`src/design/hb_pkg.sv`:
```
// shared types and constants of the histogram binner
package hb_pkg;

  localparam int VALUE_W     = 32;
  localparam int SLOT_W      = 7;
  localparam int FUNC_W      = 2;
  localparam int BIN_OUT_W   = 6;
  localparam int COUNT_OUT_W = 32;
  localparam int CFG_IDX_W   = 3;
  localparam int CFG_DATA_W  = 32;
  localparam int BINS_W      = 7;
  localparam int WIDTH_W     = 31;
  localparam int DIV_STEPS   = 32;

  localparam logic [FUNC_W-1:0] FUNC_TALLY = 2'd0;
  localparam logic [FUNC_W-1:0] FUNC_LOAD  = 2'd1;
  localparam logic [FUNC_W-1:0] FUNC_READ  = 2'd2;

  localparam logic [CFG_IDX_W-1:0] REG_SPACING_MODE = 3'd0;
  localparam logic [CFG_IDX_W-1:0] REG_BINS_IN_USE  = 3'd1;
  localparam logic [CFG_IDX_W-1:0] REG_FIRST_EDGE   = 3'd2;
  localparam logic [CFG_IDX_W-1:0] REG_LAST_EDGE    = 3'd3;
  localparam logic [CFG_IDX_W-1:0] REG_BIN_WIDTH    = 3'd4;

  localparam logic                      RST_SPACING_MODE = 1'b0;
  localparam logic [BINS_W-1:0]         RST_BINS_IN_USE  = 7'd64;
  localparam logic signed [VALUE_W-1:0] RST_FIRST_EDGE   = 32'sd0;
  localparam logic signed [VALUE_W-1:0] RST_LAST_EDGE    = 32'sd4194304;
  localparam logic [WIDTH_W-1:0]        RST_BIN_WIDTH    = 31'd65536;

  typedef enum logic [1:0] {
    EA_LAST,
    EA_ZERO,
    EA_NEXT,
    EA_NEXT2
  } edge_sel_t;

  typedef enum logic [1:0] {
    BS_LAST,
    BS_QUO,
    BS_SCAN
  } bin_src_t;

  typedef enum logic [1:0] {
    RK_MISS,
    RK_SLOT,
    RK_READ,
    RK_COUNT
  } res_kind_t;

  typedef struct packed {
    logic      load_item;
    logic      clr_wr;
    logic      div_start;
    logic      div_step;
    logic      edge_rd;
    edge_sel_t edge_sel;
    logic      edge_wr;
    logic      prev_load;
    logic      scan_clr;
    logic      scan_inc;
    logic      bin_set;
    bin_src_t  bin_src;
    logic      cnt_rd;
    logic      cnt_rd_slot;
    logic      cnt_wr;
    logic      res_set;
    res_kind_t res_kind;
    logic      out_load;
  } hb_cmd_t;

  typedef struct packed {
    logic              clr_last;
    logic [FUNC_W-1:0] func;
    logic              mode;
    logic              lin_hit_last;
    logic              lin_out;
    logic              div_last;
    logic              q_ok;
    logic              edge_hit_last;
    logic              edge_match;
    logic              scan_last;
  } hb_status_t;

endpackage

```
`src/design/hb_ctrl.sv`:
```
// controller state machine of the histogram binner
module hb_ctrl import hb_pkg::*; (
  input  logic       clk,
  input  logic       rst,
  input  logic       item_valid,
  output logic       item_ready,
  input  logic       result_ready,
  output logic       result_valid,
  input  hb_status_t st,
  output hb_cmd_t    cmd
);

  typedef enum logic [3:0] {
    S_CLEAR,
    S_IDLE,
    S_DISPATCH,
    S_LIN_DIV,
    S_LIN_END,
    S_EDGE_LAST_CMP,
    S_EDGE_PRIME,
    S_EDGE_SCAN,
    S_CNT_RD,
    S_CNT_WR,
    S_READ_RES,
    S_DONE
  } state_t;

  state_t state;
  state_t state_next;

  assign item_ready = (state == S_IDLE);

  always_comb begin
    cmd = '0;
    state_next = state;
    case (state)
      S_CLEAR: begin
        cmd.clr_wr = 1'b1;
        if (st.clr_last) state_next = S_IDLE;
      end
      S_IDLE: begin
        if (item_valid) begin
          cmd.load_item = 1'b1;
          state_next = S_DISPATCH;
        end
      end
      S_DISPATCH: begin
        case (st.func)
          FUNC_TALLY: begin
            if (st.mode) begin
              cmd.edge_rd = 1'b1;
              cmd.edge_sel = EA_LAST;
              state_next = S_EDGE_LAST_CMP;
            end else if (st.lin_hit_last) begin
              cmd.bin_set = 1'b1;
              cmd.bin_src = BS_LAST;
              state_next = S_CNT_RD;
            end else if (st.lin_out) begin
              cmd.res_set = 1'b1;
              cmd.res_kind = RK_MISS;
              state_next = S_DONE;
            end else begin
              cmd.div_start = 1'b1;
              state_next = S_LIN_DIV;
            end
          end
          FUNC_LOAD: begin
            cmd.edge_wr = 1'b1;
            cmd.res_set = 1'b1;
            cmd.res_kind = RK_SLOT;
            state_next = S_DONE;
          end
          FUNC_READ: begin
            cmd.cnt_rd = 1'b1;
            cmd.cnt_rd_slot = 1'b1;
            state_next = S_READ_RES;
          end
          default: begin
            cmd.res_set = 1'b1;
            cmd.res_kind = RK_MISS;
            state_next = S_DONE;
          end
        endcase
      end
      S_LIN_DIV: begin
        cmd.div_step = 1'b1;
        if (st.div_last) state_next = S_LIN_END;
      end
      S_LIN_END: begin
        if (st.q_ok) begin
          cmd.bin_set = 1'b1;
          cmd.bin_src = BS_QUO;
          state_next = S_CNT_RD;
        end else begin
          cmd.res_set = 1'b1;
          cmd.res_kind = RK_MISS;
          state_next = S_DONE;
        end
      end
      S_EDGE_LAST_CMP: begin
        if (st.edge_hit_last) begin
          cmd.bin_set = 1'b1;
          cmd.bin_src = BS_LAST;
          state_next = S_CNT_RD;
        end else begin
          cmd.edge_rd = 1'b1;
          cmd.edge_sel = EA_ZERO;
          cmd.scan_clr = 1'b1;
          state_next = S_EDGE_PRIME;
        end
      end
      S_EDGE_PRIME: begin
        cmd.prev_load = 1'b1;
        cmd.edge_rd = 1'b1;
        cmd.edge_sel = EA_NEXT;
        state_next = S_EDGE_SCAN;
      end
      S_EDGE_SCAN: begin
        if (st.edge_match) begin
          cmd.bin_set = 1'b1;
          cmd.bin_src = BS_SCAN;
          state_next = S_CNT_RD;
        end else if (st.scan_last) begin
          cmd.res_set = 1'b1;
          cmd.res_kind = RK_MISS;
          state_next = S_DONE;
        end else begin
          cmd.prev_load = 1'b1;
          cmd.edge_rd = 1'b1;
          cmd.edge_sel = EA_NEXT2;
          cmd.scan_inc = 1'b1;
        end
      end
      S_CNT_RD: begin
        cmd.cnt_rd = 1'b1;
        state_next = S_CNT_WR;
      end
      S_CNT_WR: begin
        cmd.cnt_wr = 1'b1;
        cmd.res_set = 1'b1;
        cmd.res_kind = RK_COUNT;
        state_next = S_DONE;
      end
      S_READ_RES: begin
        cmd.res_set = 1'b1;
        cmd.res_kind = RK_READ;
        state_next = S_DONE;
      end
      S_DONE: begin
        if (!result_valid || result_ready) begin
          cmd.out_load = 1'b1;
          state_next = S_IDLE;
        end
      end
      default: state_next = S_IDLE;
    endcase
  end

  always_ff @(posedge clk) begin
    if (rst) begin
      state <= S_CLEAR;
      result_valid <= 1'b0;
    end else begin
      state <= state_next;
      if (cmd.out_load) result_valid <= 1'b1;
      else if (result_ready) result_valid <= 1'b0;
    end
  end

endmodule

```
`config.mk`:
```
export PLATFORM = sky130hd
export DESIGN_NAME = hb_ctrl
export DESIGN_NICKNAME = d
export VERILOG_FILES = /design/src/design/hb_pkg.sv /design/src/design/hb_ctrl.sv
export SDC_FILE = /design/constraint.sdc
export NUM_CORES = 1
export LEC_CHECK = 0
export BUFFER_PORTS_ARGS = -buffer_cell sky130_fd_sc_hd__buf_2
export CAP_MARGIN = 20
export CORE_MARGIN = 2
export CORE_UTILIZATION = 49
export CTS_BUF_LIST = sky130_fd_sc_hd__clkbuf_8
export CTS_CLUSTER_DIAMETER = 30
export CTS_CLUSTER_SIZE = 16
export DETAILED_ROUTE_END_ITERATION = 7
export PLACE_DENSITY_LB_ADDON = 0.25
export REMOVE_ABC_BUFFERS = 1
export SETUP_SLACK_MARGIN = 0.15
export SYNTH_ARGS = -nofsm -noshare
export SYNTH_HDL_FRONTEND = slang
export SYNTH_SLANG_ARGS = --single-unit
```
`constraint.sdc`:
```
create_clock -name clk -period 5.2 [get_ports clk]
set_clock_uncertainty 0.1 [all_clocks]
set_input_delay 0.78 -clock clk [delete_from_list [all_inputs] [get_ports clk]]
set_output_delay 0.78 -clock clk [all_outputs]
set_load 0.005 [all_outputs]
```
==> run_results.csv <==
group,metric,value,unit
placed_design,place_ws,2350,ps
synthesis,synth_area_leaders,"dfxtp_1 (14%), nand2b_1 (6.1%), nor3_1 (4.9%)",
sta,rsz0062_at_grt,"false",
synthesis,syn_avg_cell_area,7.35,um2
layout,seq_area,100,um2
die,die_w,42.4,um
power,p_leak,0.000453,uW
die,core_area,1330,um2
clock_tree,insertion_delay,220,ps
synthesis,syn_area,721,um2
setup_path,cp.arrival,2090,ps
grt,gr-total-overflow,0,
layout,syn2layout_area_growth,26.9,%
synthesis,synth_ff_type,"dfxtp_1",
placed_design,portBuffers,37,
sta,min_period,2970,ps
routing,vias,843,
routing,wl_per_cell,12.8,um
clock_tree,cts_hold_buf,0,
routing,detail_route.iter0.violations,22,
die,ios,38,
clock_tree,clkSinkCount,5,
synthesis,yosysTopAreaCell,"dfxtp_1",
die,row_count,13,
setup_path,r2r-start,"state[1]$_SDFFE_PP0P_",
sta,worst_slew_pin_slew,627,ps
clock_tree,clkTransAtPathRegs,30,ps
synthesis,synth_seq_area_share,13.9,%
grt,grt_pass1_wl,3060,um
clock_tree,cts_tree,"built",
placed_design,hpwl,1420,um
synthesis,synth_common_cells,"nand2b_1 (7), nor3_1 (7), inv_1 (6), o21ai_0 (6)",
routing,vias_per_cell,5.77,
layout,filler_cell_count,127,
layout,multiInputGateArea,543,um2
flow_run,max_cap_viol_count,0,
clock_tree,cts_resized,0,
routing,wirelength,1870,um
sta,setup_violations,0,
routing,post-route-drc-count,0,
synthesis,synthDominantCellAreaShare,13.9,%
sta,fin_ws,2230,ps
grt,grt_max_degree,19,
power,clkPwrFrac,43.2,%
sta,post-route-period-util,57.0,%
power,p_int,112,uW
power,power.switching,46.2,uW
synthesis,syn_inst,98,
setup_path,worstSetupPathType,"register to output port",
sta,drv_slew,0,
synthesis,synth_cell_types,45,
synthesis,ys_ff_latch,5,
setup_path,worstPathMaxFanout,17,
clock_tree,cts_buffer_depth,2,
power,power_per_cell_area,173,nW/um2
power,p_sw_share,29.2,%
grt,grt_pass1_vias,733,
setup_path,cp_slowest_cell,"dfxtp_1",
setup_path,cp-start-kind,"register",
setup_path,critPathMaxStageDelay,670,ps
setup_path,cp.required,4320,ps
sta,slew_headroom,58.1,%
synthesis,synth_edf_count,0,
min_path,min_from,"result_valid$_SDFFE_PP0P_",
setup_path,crit_buf_inv,1,
power,p_seq_share,29.4,%
run_status,outcome,"finished, final reports clean",
clock_tree,cts-root-buf,"clkbuf_8",
setup_path,path_cells,"nand2_2, or4_1, o21ai_0, a211o_1, buf_2",
die,die_y,42.4,um
routing,detail-route-antenna-nets,0,
grt,grtUsageTotal,21.4,%
power,vdd_drop_max,0.260,mV
grt,grt_antenna_before_repair,0,
sta,whs,416,ps
setup_path,startpoint,"state[1]$_SDFFE_PP0P_",
sta,report.final.hold_viol_count,0,
die,dieArea,1790,um2
placed_design,routabilityCongestion,0.837,
clock_tree,htree_levels,1,
clock_tree,numCtsBuffers,3,
layout,drive_above_1_share,40.5,%
routing,dr.pass1.iters,4,
setup_path,crit_family,"simple AND/OR/NAND/NOR gates",
sta,finalSetupTns,0,ps
min_path,hold_class,"register to register",
layout,insertedDiodeCount,0,
sta,fmax,337,MHz
layout,nets,147,
die,start_util,54.0,%
synthesis,synth_warnings,0,
synthesis,async_flop_share,0,%
clock_tree,post-cts-setup-buffers,0,
setup_path,cp-end-kind,"output port",
power,combinationalPowerShare,27.3,%
[worst paths after layout]
check / end / slack (ps) / depth (start not counted)
max: cmd[16] / 2230 / 5
max reg2reg: state[1]$_SDFFE_PP0P_ / 3140 / 4
min reg2reg: result_valid$_SDFFE_PP0P_ / 420 / 2
min: result_valid$_SDFFE_PP0P_ / 420 / 2
[layout by cell type, fill, tap and decap left out, types with 2 or more instances in the layout]
master,instances
buf_2,37
nor2_1,4
o22ai_1,3
nor2b_1,4
a22oi_1,2
mux2i_1,2
or2_2,5
dfxtp_1,5
nor3_1,7
a21oi_1,5
nor3b_1,2
clkbuf_8,3
o21bai_1,2
a31oi_1,2
nand2b_1,7
a21o_1,2
a211oi_1,4
o21ai_0,6
inv_1,7
[stage by stage]
step / util [%] / area (um2) / std cells / total power (uW)
final: 68.6 / 915 / 146 / 158
after global routing: 68.6 / 915 / 146 / 170
after CTS: 68.6 / 915 / 146 / 160
after detailed placement: 65.2 / 870 / 142 / 90.0
after global placement: 65.2 / 870 / 142 / 89.2
after floorplan: - / 666 / 90 / 72.7
[tightest hold or removal path: stages, from the launching register on]
cell and delay [ps]:
dfxtp_1 300, nand2b_1 100, a21oi_1 70
[power groups by stage]
stage | combinational [uW] | sequential [uW] | clock, uW
6_report | 43.3 | 46.6 | 68.4
3_3_place_gp | 42.1 | 47.1 | 0
2_1_floorplan | 27.1 | 45.5 | 0
3_5_place_dp | 42.9 | 47.1 | 0
5_1_grt | 48.1 | 47.1 | 74.5
4_1_cts | 43.2 | 46.5 | 70.2
[sequential cells by signal, indices dropped and copies added (netlist names)]
name          flops
result_valid      1
state             4
[layer usage]
metal,track usage (%),vias up,share of wire (%)
li1,-,430,-
met1,28.9,382,48
met2,33.8,31,45
met3,5.60,0,7.4
met4,5.00,0,0
met5,0,-,0
[cell type report]
cell class	count	share of cell area, %
clock inverter	1	0.410
inverter	6	2.46
tap	15	2.05
clock buffer	3	4.51
multi-input combinational	79	59.4
sequential	5	10.9
timing repair buffer	37	20.2
[cells by family (layout without fill, tap and decap cells)]
group / count (synthesis) / in the layout / share of synthesized area (%)
simple gates: 41 / 41 / 36.5
compound gates: 33 / 33 / 32.1
flops: 5 / 5 / 13.9
xor+xnor: 2 / 2 / 2.43
buf+inv: 14 / 47 / 10.8
mux: 3 / 3 / 4.34
Note: power is estimated with default switching activity, not from simulation.
